## src/rtl/core/aes_pkg.sv

```systemverilog
// aes_pkg: shared types, register codes, S-box tables and round functions
// for the AES block cipher core. No dependencies.
package aes_pkg;

   localparam int unsigned CSR_INDEX_W = 3;
   localparam int unsigned WORD_IDX_W  = 6;
   localparam int unsigned ROW_IDX_W   = 4;
   localparam int unsigned STEP_W      = 4;

   localparam logic [CSR_INDEX_W-1:0] CSR_KEY_WORD_0 = 3'd0;
   localparam logic [CSR_INDEX_W-1:0] CSR_KEY_WORD_1 = 3'd1;
   localparam logic [CSR_INDEX_W-1:0] CSR_KEY_WORD_2 = 3'd2;
   localparam logic [CSR_INDEX_W-1:0] CSR_KEY_WORD_3 = 3'd3;
   localparam logic [CSR_INDEX_W-1:0] CSR_KEY_LENGTH = 3'd4;

   localparam logic [1:0] KEY_LEN_256 = 2'd2;
   localparam logic [1:0] KEY_LEN_RSVD = 2'd3;

   typedef enum logic [1:0] {
      ST_IDLE,
      ST_EXPAND,
      ST_KEY0,
      ST_ROUND
   } aes_state_type;

   // controller -> datapath
   typedef struct packed {
      logic                  load;
      logic                  dec;
      logic                  exp_init;
      logic                  exp_step;
      logic [WORD_IDX_W-1:0] exp_index;
      logic [ROW_IDX_W-1:0]  rd_row;
      logic                  rnd_en;
      logic [STEP_W-1:0]     step;
   } aes_cmd_type;

   // datapath -> controller
   typedef struct packed {
      logic              cfg_written;
      logic [STEP_W-1:0] rounds;
   } aes_status_type;

   localparam logic [7:0] FWD_SBOX [256] = '{
      8'h63,8'h7c,8'h77,8'h7b,8'hf2,8'h6b,8'h6f,8'hc5,8'h30,8'h01,8'h67,8'h2b,8'hfe,8'hd7,8'hab,8'h76,
      8'hca,8'h82,8'hc9,8'h7d,8'hfa,8'h59,8'h47,8'hf0,8'had,8'hd4,8'ha2,8'haf,8'h9c,8'ha4,8'h72,8'hc0,
      8'hb7,8'hfd,8'h93,8'h26,8'h36,8'h3f,8'hf7,8'hcc,8'h34,8'ha5,8'he5,8'hf1,8'h71,8'hd8,8'h31,8'h15,
      8'h04,8'hc7,8'h23,8'hc3,8'h18,8'h96,8'h05,8'h9a,8'h07,8'h12,8'h80,8'he2,8'heb,8'h27,8'hb2,8'h75,
      8'h09,8'h83,8'h2c,8'h1a,8'h1b,8'h6e,8'h5a,8'ha0,8'h52,8'h3b,8'hd6,8'hb3,8'h29,8'he3,8'h2f,8'h84,
      8'h53,8'hd1,8'h00,8'hed,8'h20,8'hfc,8'hb1,8'h5b,8'h6a,8'hcb,8'hbe,8'h39,8'h4a,8'h4c,8'h58,8'hcf,
      8'hd0,8'hef,8'haa,8'hfb,8'h43,8'h4d,8'h33,8'h85,8'h45,8'hf9,8'h02,8'h7f,8'h50,8'h3c,8'h9f,8'ha8,
      8'h51,8'ha3,8'h40,8'h8f,8'h92,8'h9d,8'h38,8'hf5,8'hbc,8'hb6,8'hda,8'h21,8'h10,8'hff,8'hf3,8'hd2,
      8'hcd,8'h0c,8'h13,8'hec,8'h5f,8'h97,8'h44,8'h17,8'hc4,8'ha7,8'h7e,8'h3d,8'h64,8'h5d,8'h19,8'h73,
      8'h60,8'h81,8'h4f,8'hdc,8'h22,8'h2a,8'h90,8'h88,8'h46,8'hee,8'hb8,8'h14,8'hde,8'h5e,8'h0b,8'hdb,
      8'he0,8'h32,8'h3a,8'h0a,8'h49,8'h06,8'h24,8'h5c,8'hc2,8'hd3,8'hac,8'h62,8'h91,8'h95,8'he4,8'h79,
      8'he7,8'hc8,8'h37,8'h6d,8'h8d,8'hd5,8'h4e,8'ha9,8'h6c,8'h56,8'hf4,8'hea,8'h65,8'h7a,8'hae,8'h08,
      8'hba,8'h78,8'h25,8'h2e,8'h1c,8'ha6,8'hb4,8'hc6,8'he8,8'hdd,8'h74,8'h1f,8'h4b,8'hbd,8'h8b,8'h8a,
      8'h70,8'h3e,8'hb5,8'h66,8'h48,8'h03,8'hf6,8'h0e,8'h61,8'h35,8'h57,8'hb9,8'h86,8'hc1,8'h1d,8'h9e,
      8'he1,8'hf8,8'h98,8'h11,8'h69,8'hd9,8'h8e,8'h94,8'h9b,8'h1e,8'h87,8'he9,8'hce,8'h55,8'h28,8'hdf,
      8'h8c,8'ha1,8'h89,8'h0d,8'hbf,8'he6,8'h42,8'h68,8'h41,8'h99,8'h2d,8'h0f,8'hb0,8'h54,8'hbb,8'h16
   };

   localparam logic [7:0] INV_SBOX [256] = '{
      8'h52,8'h09,8'h6a,8'hd5,8'h30,8'h36,8'ha5,8'h38,8'hbf,8'h40,8'ha3,8'h9e,8'h81,8'hf3,8'hd7,8'hfb,
      8'h7c,8'he3,8'h39,8'h82,8'h9b,8'h2f,8'hff,8'h87,8'h34,8'h8e,8'h43,8'h44,8'hc4,8'hde,8'he9,8'hcb,
      8'h54,8'h7b,8'h94,8'h32,8'ha6,8'hc2,8'h23,8'h3d,8'hee,8'h4c,8'h95,8'h0b,8'h42,8'hfa,8'hc3,8'h4e,
      8'h08,8'h2e,8'ha1,8'h66,8'h28,8'hd9,8'h24,8'hb2,8'h76,8'h5b,8'ha2,8'h49,8'h6d,8'h8b,8'hd1,8'h25,
      8'h72,8'hf8,8'hf6,8'h64,8'h86,8'h68,8'h98,8'h16,8'hd4,8'ha4,8'h5c,8'hcc,8'h5d,8'h65,8'hb6,8'h92,
      8'h6c,8'h70,8'h48,8'h50,8'hfd,8'hed,8'hb9,8'hda,8'h5e,8'h15,8'h46,8'h57,8'ha7,8'h8d,8'h9d,8'h84,
      8'h90,8'hd8,8'hab,8'h00,8'h8c,8'hbc,8'hd3,8'h0a,8'hf7,8'he4,8'h58,8'h05,8'hb8,8'hb3,8'h45,8'h06,
      8'hd0,8'h2c,8'h1e,8'h8f,8'hca,8'h3f,8'h0f,8'h02,8'hc1,8'haf,8'hbd,8'h03,8'h01,8'h13,8'h8a,8'h6b,
      8'h3a,8'h91,8'h11,8'h41,8'h4f,8'h67,8'hdc,8'hea,8'h97,8'hf2,8'hcf,8'hce,8'hf0,8'hb4,8'he6,8'h73,
      8'h96,8'hac,8'h74,8'h22,8'he7,8'had,8'h35,8'h85,8'he2,8'hf9,8'h37,8'he8,8'h1c,8'h75,8'hdf,8'h6e,
      8'h47,8'hf1,8'h1a,8'h71,8'h1d,8'h29,8'hc5,8'h89,8'h6f,8'hb7,8'h62,8'h0e,8'haa,8'h18,8'hbe,8'h1b,
      8'hfc,8'h56,8'h3e,8'h4b,8'hc6,8'hd2,8'h79,8'h20,8'h9a,8'hdb,8'hc0,8'hfe,8'h78,8'hcd,8'h5a,8'hf4,
      8'h1f,8'hdd,8'ha8,8'h33,8'h88,8'h07,8'hc7,8'h31,8'hb1,8'h12,8'h10,8'h59,8'h27,8'h80,8'hec,8'h5f,
      8'h60,8'h51,8'h7f,8'ha9,8'h19,8'hb5,8'h4a,8'h0d,8'h2d,8'he5,8'h7a,8'h9f,8'h93,8'hc9,8'h9c,8'hef,
      8'ha0,8'he0,8'h3b,8'h4d,8'hae,8'h2a,8'hf5,8'hb0,8'hc8,8'heb,8'hbb,8'h3c,8'h83,8'h53,8'h99,8'h61,
      8'h17,8'h2b,8'h04,8'h7e,8'hba,8'h77,8'hd6,8'h26,8'he1,8'h69,8'h14,8'h63,8'h55,8'h21,8'h0c,8'h7d
   };

   function automatic logic [7:0] xtime(input logic [7:0] x);
      xtime = {x[6:0], 1'b0} ^ (x[7] ? 8'h1b : 8'h00);
   endfunction

   function automatic logic [31:0] sub_word(input logic [31:0] w);
      sub_word = {FWD_SBOX[w[31:24]], FWD_SBOX[w[23:16]],
                  FWD_SBOX[w[15:8]], FWD_SBOX[w[7:0]]};
   endfunction

   // byte 4c+r of the state sits at bits 127-8(4c+r)
   function automatic logic [127:0] sub_shift(input logic [127:0] s, input logic inv);
      logic [127:0] t;
      logic [7:0]   b;
      logic [1:0]   src;
      t = '0;
      for (int c = 0; c < 4; c++) begin
         for (int r = 0; r < 4; r++) begin
            src = inv ? 2'(c + 4 - r) : 2'(c + r);
            b = s[127 - 8 * (4 * src + r) -: 8];
            t[127 - 8 * (4 * c + r) -: 8] = inv ? INV_SBOX[b] : FWD_SBOX[b];
         end
      end
      sub_shift = t;
   endfunction

   function automatic logic [127:0] mix(input logic [127:0] s, input logic inv);
      logic [127:0]  t;
      logic [7:0]    a [4];
      logic [7:0]    x2 [4];
      logic [7:0]    x4 [4];
      logic [7:0]    x8 [4];
      logic [7:0]    m2 [4];
      logic [7:0]    m3 [4];
      logic [7:0]    m9 [4];
      logic [7:0]    mb [4];
      logic [7:0]    md [4];
      logic [7:0]    me [4];
      t = '0;
      for (int c = 0; c < 4; c++) begin
         for (int k = 0; k < 4; k++) begin
            a[k]  = s[127 - 8 * (4 * c + k) -: 8];
            x2[k] = xtime(a[k]);
            x4[k] = xtime(x2[k]);
            x8[k] = xtime(x4[k]);
            m2[k] = x2[k];
            m3[k] = x2[k] ^ a[k];
            m9[k] = x8[k] ^ a[k];
            mb[k] = x8[k] ^ x2[k] ^ a[k];
            md[k] = x8[k] ^ x4[k] ^ a[k];
            me[k] = x8[k] ^ x4[k] ^ x2[k];
         end
         for (int r = 0; r < 4; r++) begin
            t[127 - 8 * (4 * c + r) -: 8] = inv ?
               (me[r] ^ mb[(r + 1) % 4] ^ md[(r + 2) % 4] ^ m9[(r + 3) % 4]) :
               (m2[r] ^ m3[(r + 1) % 4] ^ a[(r + 2) % 4] ^ a[(r + 3) % 4]);
         end
      end
      mix = t;
   endfunction

endpackage

```

## src/rtl/core/aes_ctrl.sv

```systemverilog
// aes_ctrl: sequencer for key expansion and the round loop.
// Depends on aes_pkg.
module aes_ctrl (
   input  logic                  clock,
   input  logic                  reset,
   input  logic                  start,
   input  logic                  req_decrypt,
   input  aes_pkg::aes_status_type status,
   output aes_pkg::aes_cmd_type  cmd,
   output logic                  busy,
   output logic                  rsp_strobe
);

   aes_pkg::aes_state_type state_ff, state_in;
   logic                            ready_ff, ready_in;
   logic                            dec_ff, dec_in;
   logic                            strobe_ff, strobe_in;
   logic [aes_pkg::STEP_W-1:0]      step_ff, step_in;
   logic [aes_pkg::WORD_IDX_W-1:0]  idx_ff, idx_in;
   logic                            accept;
   logic                            exp_last;
   logic                            final_step;
   logic [aes_pkg::STEP_W-1:0]      next_k;
   logic [aes_pkg::WORD_IDX_W-1:0]  last_word;

   assign accept     = start && (state_ff == aes_pkg::ST_IDLE);
   assign last_word  = aes_pkg::WORD_IDX_W'({status.rounds, 2'b11});
   assign exp_last   = (idx_ff == last_word);
   assign final_step = (step_ff == status.rounds);

   // next state
   always_comb begin
      state_in = state_ff;
      unique case (state_ff)
         aes_pkg::ST_IDLE: begin
            if (accept) state_in = ready_ff ? aes_pkg::ST_KEY0 : aes_pkg::ST_EXPAND;
         end
         aes_pkg::ST_EXPAND: begin
            if (exp_last) state_in = aes_pkg::ST_KEY0;
         end
         aes_pkg::ST_KEY0:  state_in = aes_pkg::ST_ROUND;
         aes_pkg::ST_ROUND: begin
            if (final_step) state_in = aes_pkg::ST_IDLE;
         end
         default: state_in = aes_pkg::ST_IDLE;
      endcase
   end

   // outputs and counters
   always_comb begin
      cmd       = '0;
      ready_in  = ready_ff;
      dec_in    = dec_ff;
      step_in   = step_ff;
      idx_in    = idx_ff;
      strobe_in = 1'b0;
      next_k    = '0;
      unique case (state_ff)
         aes_pkg::ST_IDLE: begin
            if (accept) begin
               cmd.load     = 1'b1;
               cmd.exp_init = !ready_ff;
               dec_in       = req_decrypt;
               idx_in       = '0;
            end
         end
         aes_pkg::ST_EXPAND: begin
            cmd.exp_step  = 1'b1;
            cmd.exp_index = idx_ff;
            idx_in        = idx_ff + 1'b1;
            if (exp_last) ready_in = 1'b1;
         end
         aes_pkg::ST_KEY0: begin
            next_k  = '0;
            step_in = '0;
         end
         aes_pkg::ST_ROUND: begin
            next_k     = step_ff + 1'b1;
            cmd.rnd_en = 1'b1;
            step_in    = step_ff + 1'b1;
            strobe_in  = final_step;
         end
         default: ;
      endcase
      cmd.dec    = dec_ff;
      cmd.step   = step_ff;
      cmd.rd_row = dec_ff ? (status.rounds - next_k) : next_k;
      if (status.cfg_written) ready_in = 1'b0;
   end

   always_ff @(posedge clock) begin
      if (reset) begin
         state_ff  <= aes_pkg::ST_IDLE;
         ready_ff  <= 1'b0;
         strobe_ff <= 1'b0;
         step_ff   <= '0;
         idx_ff    <= '0;
         dec_ff    <= 1'b0;
      end else begin
         state_ff  <= state_in;
         ready_ff  <= ready_in;
         strobe_ff <= strobe_in;
         step_ff   <= step_in;
         idx_ff    <= idx_in;
         dec_ff    <= dec_in;
      end
   end

   assign busy       = (state_ff != aes_pkg::ST_IDLE);
   assign rsp_strobe = strobe_ff;

   a_strobe_after_round: assert property (@(posedge clock) disable iff (reset)
      strobe_ff |-> $past(state_ff == aes_pkg::ST_ROUND))
      else $error("result strobe without a final round");

   a_keys_before_rounds: assert property (@(posedge clock) disable iff (reset)
      (state_ff == aes_pkg::ST_KEY0) |-> ready_ff)
      else $error("rounds started on stale keys");

   a_step_bound: assert property (@(posedge clock) disable iff (reset)
      (state_ff == aes_pkg::ST_ROUND) |-> (step_ff <= status.rounds))
      else $error("round step past last round");

   a_expand_bound: assert property (@(posedge clock) disable iff (reset)
      (state_ff == aes_pkg::ST_EXPAND) |-> (idx_ff <= last_word))
      else $error("key expansion ran past schedule");

endmodule

```

## config.mk

```make
export PLATFORM = sky130hd
export DESIGN_NAME = aes_ctrl
export DESIGN_NICKNAME = d
export VERILOG_FILES = /design/src/rtl/core/aes_pkg.sv /design/src/rtl/core/aes_ctrl.sv
export SDC_FILE = /design/constraint.sdc
export NUM_CORES = 1
export LEC_CHECK = 0
export BUFFER_PORTS_ARGS = -buffer_cell sky130_fd_sc_hd__buf_2
export CORE_ASPECT_RATIO = 1.1
export CORE_MARGIN = 3
export CORE_UTILIZATION = 40
export DETAILED_ROUTE_END_ITERATION = 16
export PLACE_DENSITY = 0.68
export SYNTH_ARGS = -nofsm -noshare
export SYNTH_HDL_FRONTEND = slang
export SYNTH_SLANG_ARGS = --single-unit
```

## constraint.sdc

```tcl
create_clock -name clock -period 2.3 [get_ports clock]
set_clock_uncertainty 0.2 [all_clocks]
set_input_delay 0.115 -clock clock [delete_from_list [all_inputs] [get_ports clock]]
set_output_delay 0.115 -clock clock [all_outputs]
set_load 0.1 [all_outputs]
```

==> reports/metrics.cfg <==
[run_status]
status=complete, but fails checks
violations=negative setup slack

[die]
die_w_um=55.0
io_pins=30
initial_utilization_pct=44.3
core_area_mm2=0.00239
die_area_mm2=0.00330
rows=18
die_h_um=59.9

[sta]
worst_pin_slew_ns=0.509
rsz0062_at_grt=true
post-route-period-util_pct=108
setup_viol=3
clock.fmax_ghz=0.403
setup_ws_ns=-0.182
period_minus_slack_ns=2.48
holdWs_ns=0.0825
hold_violations=0
slew_viol_final=0
relSlewSlack_pct=66.3

[clocking]
clock-sinks=15
clkSlewWorstSetupHoldPaths_ns=0.09
cts_inserted_buffers=3
clk_latency_ns=0.28
cts_tree=yes
clockBufferDepth=2
cts-root-buf=clkbuf_4
htree_levels=1

[cells_and_area]
antennaDiodeCount=0
drive_gt1_share_pct=46.2
fin_area_mm2=0.00160
fin_util_pct=66.8
final_common_cell=buf_2
nFillCells=200
final_cell_mix=buf_2 (25), nand2_1 (13), a21oi_1 (11), buf_4 (11)
nets=193
area_growth_pct=50.9
multi_input_area_um2=862
regArea_um2=314

[placed_design]
dp_hpwl_um=1990
portBuffers=29
placed_area_mm2=0.00137
gp_congestion=0.839

[run]
maxCapViolCount=0

[worst_setup_path]
cp_top_family=adder cells
slowest_delay_ns=0.36
cp_num_buf_inv=1
cp.arrival_ns=2.17
criticalPathCategory=reg2out
critPathMaxFanout=2
start_kind=flop
worstPathCellList=ha_4, nand2_4, ha_4, nor2b_4, o21ai_2, nor3b_4, o21ai_4, xor2_4, buf_12
cpMostUsedCell=ha_4
crit_required_ns=1.99
cpMaxStageDelayCell=dfxtp_4
setup.worst_path.end_class=primary output

[detailed_routing]
via_per_inst=5.17
detail-route-antenna-nets=0
first_iter_violations=26
wl_per_cell_um=13.8
route.detailed.drc=0
dr.pass1.iters=5
vias=1049
totalWireLength_um=2800

[pwr]
power.total_uw=1550
p_per_area_mw_per_mm2=973
ir_worst_vdd_mv=1.50
leakage_uw=0.000717

[min_path]
holdCritPathClass=in2reg

[synthesis]
synthDistinctLibCells=35
syn_nets=147
ys_warn_count=0
synth.ff_latch_count=15
avgSynthCellArea_um2=8.26
synthCells=128
syn_area_mm2=0.00106
seq_area_frac_synth_pct=28.4

[grt]
grt_max_degree=16
grt_pass1_vias=1049
antenna_found_initial=0
grt_pass1_wl_um=4660
track_usage_pct=19.4
gr-total-overflow=0

## cell families after synthesis
family	count (synthesis)	synth area share, %
flops	15	28.4
buf+inv	12	4.62
fa+ha+maj	10	12.5
compound gates	28	17.3
mux	3	2.96
xor+xnor	14	11.6
simple gates	46	22.6
## path summary, 6_finish.rpt
| kind | start | depth (start not counted) | slack (ns) | to |
|---|---|---|---|---|
| setup reg to reg | state_ff[0] | 8 | 0.25 | dec_ff |
| setup / recovery | step_ff[0] | 9 | -0.18 | cmd[8] |
| hold reg to reg | step_ff[2] | 2 | 0.33 | step_ff[2] |
| hold / removal | status[0] | 4 | 0.08 | rsp_strobe |
## state kept, by name (all words and copies together) (netlist names)
register / cells
dec_ff: 1
rsp_strobe: 1
state_ff: 2
step_ff: 4
ready_ff: 1
idx_ff: 6
## metal layers
layer / routed length, um / track usage, % / vias to the layer above
met4: 78 / 9.38 / 0
met1: 1210 / 23.0 / 489
li1: - / - / 523
met3: 134 / 2.74 / 8
met2: 1380 / 33.4 / 29
met5: 0 / 0 / -
## worst register-to-register path, stage by stage, from the launching register on
cell and delay, ns:
dfxtp_4 0.36, buf_4 0.13, inv_1 0.09, ha_2 0.26, nand2_1 0.12, inv_1 0.09
nand2_1 0.06, a21oi_1 0.13, dlygate4sd3_1 0.56
## repair_timing
item | in CTS | in global routing
endpoints found under the hold margin | 9 | 0
buffers inserted | 5 | 2
hold buffers | 5 | 0
resized for setup | 14 | 3
setup endpoints to repair | 3 | 4
pin swaps | 7 | 3
## Yosys cell counts
| master | n | area share (%) |
|---|---|---|
| o21ai_0 | 7 | 3.3 |
| nand4_2 | 1 | 1.2 |
| o41ai_2 | 1 | 1.5 |
| mux2_2 | 1 | 1.1 |
| dfxtp_1 | 15 | 28 |
| nand3_1 | 1 | 0.47 |
| fa_1 | 1 | 1.9 |
| a31o_2 | 1 | 0.83 |
| a21boi_2 | 1 | 1.1 |
| nor4_1 | 1 | 0.59 |
| buf_4 | 1 | 0.71 |
| nor3b_1 | 3 | 2.1 |
| a22oi_1 | 1 | 0.71 |
| a31o_1 | 1 | 0.83 |
| nand3b_1 | 1 | 0.71 |
| xor2_1 | 8 | 6.6 |
| nor2b_1 | 3 | 1.8 |
| xnor2_1 | 6 | 5.0 |
| nand4_1 | 2 | 1.2 |
| nand2b_2 | 1 | 0.83 |
| and2_1 | 7 | 4.1 |
| nor3_1 | 1 | 0.47 |
| inv_1 | 8 | 2.8 |
| a32oi_1 | 1 | 0.83 |
| a21boi_0 | 1 | 0.71 |
| nor2_1 | 10 | 3.6 |
| ha_1 | 9 | 11 |
| o21a_2 | 1 | 0.83 |
| o21bai_1 | 1 | 0.71 |
| mux2i_1 | 2 | 1.9 |
| or3_1 | 1 | 0.59 |
| clkbuf_1 | 3 | 1.1 |
| a21oi_1 | 11 | 5.2 |
| a21o_1 | 1 | 0.71 |
| nand2_1 | 14 | 5.0 |
## area by class of cell
cell class | count | area share, %
tap | 30 | 2.35
sequential | 15 | 19.7
multi-input combinational | 101 | 54.0
inverter | 8 | 1.88
timing repair buffer | 45 | 20.4
clock buffer | 4 | 1.65
## power breakdown
group	switching, uW	leakage [uW]	internal (uW)
Sequential	38.6	0.000125	297
Clock	86.5	0.0000150	67.2
Combinational	752	0.000577	310
Total	877	0.000717	674
## stage by stage
step / setup TNS (ns) / cells / worst slack (ns)
2_1_floorplan: -1.02 / 128 / -0.385
3_3_place_gp: 0 / 187 / 0.0787
3_5_place_dp: -0.0171 / 187 / -0.0171
4_1_cts: -0.387 / 201 / -0.205
5_1_grt: -0.594 / 203 / -0.260
6_report: -0.392 / 203 / -0.182
Power figures use the tool's default switching activity.
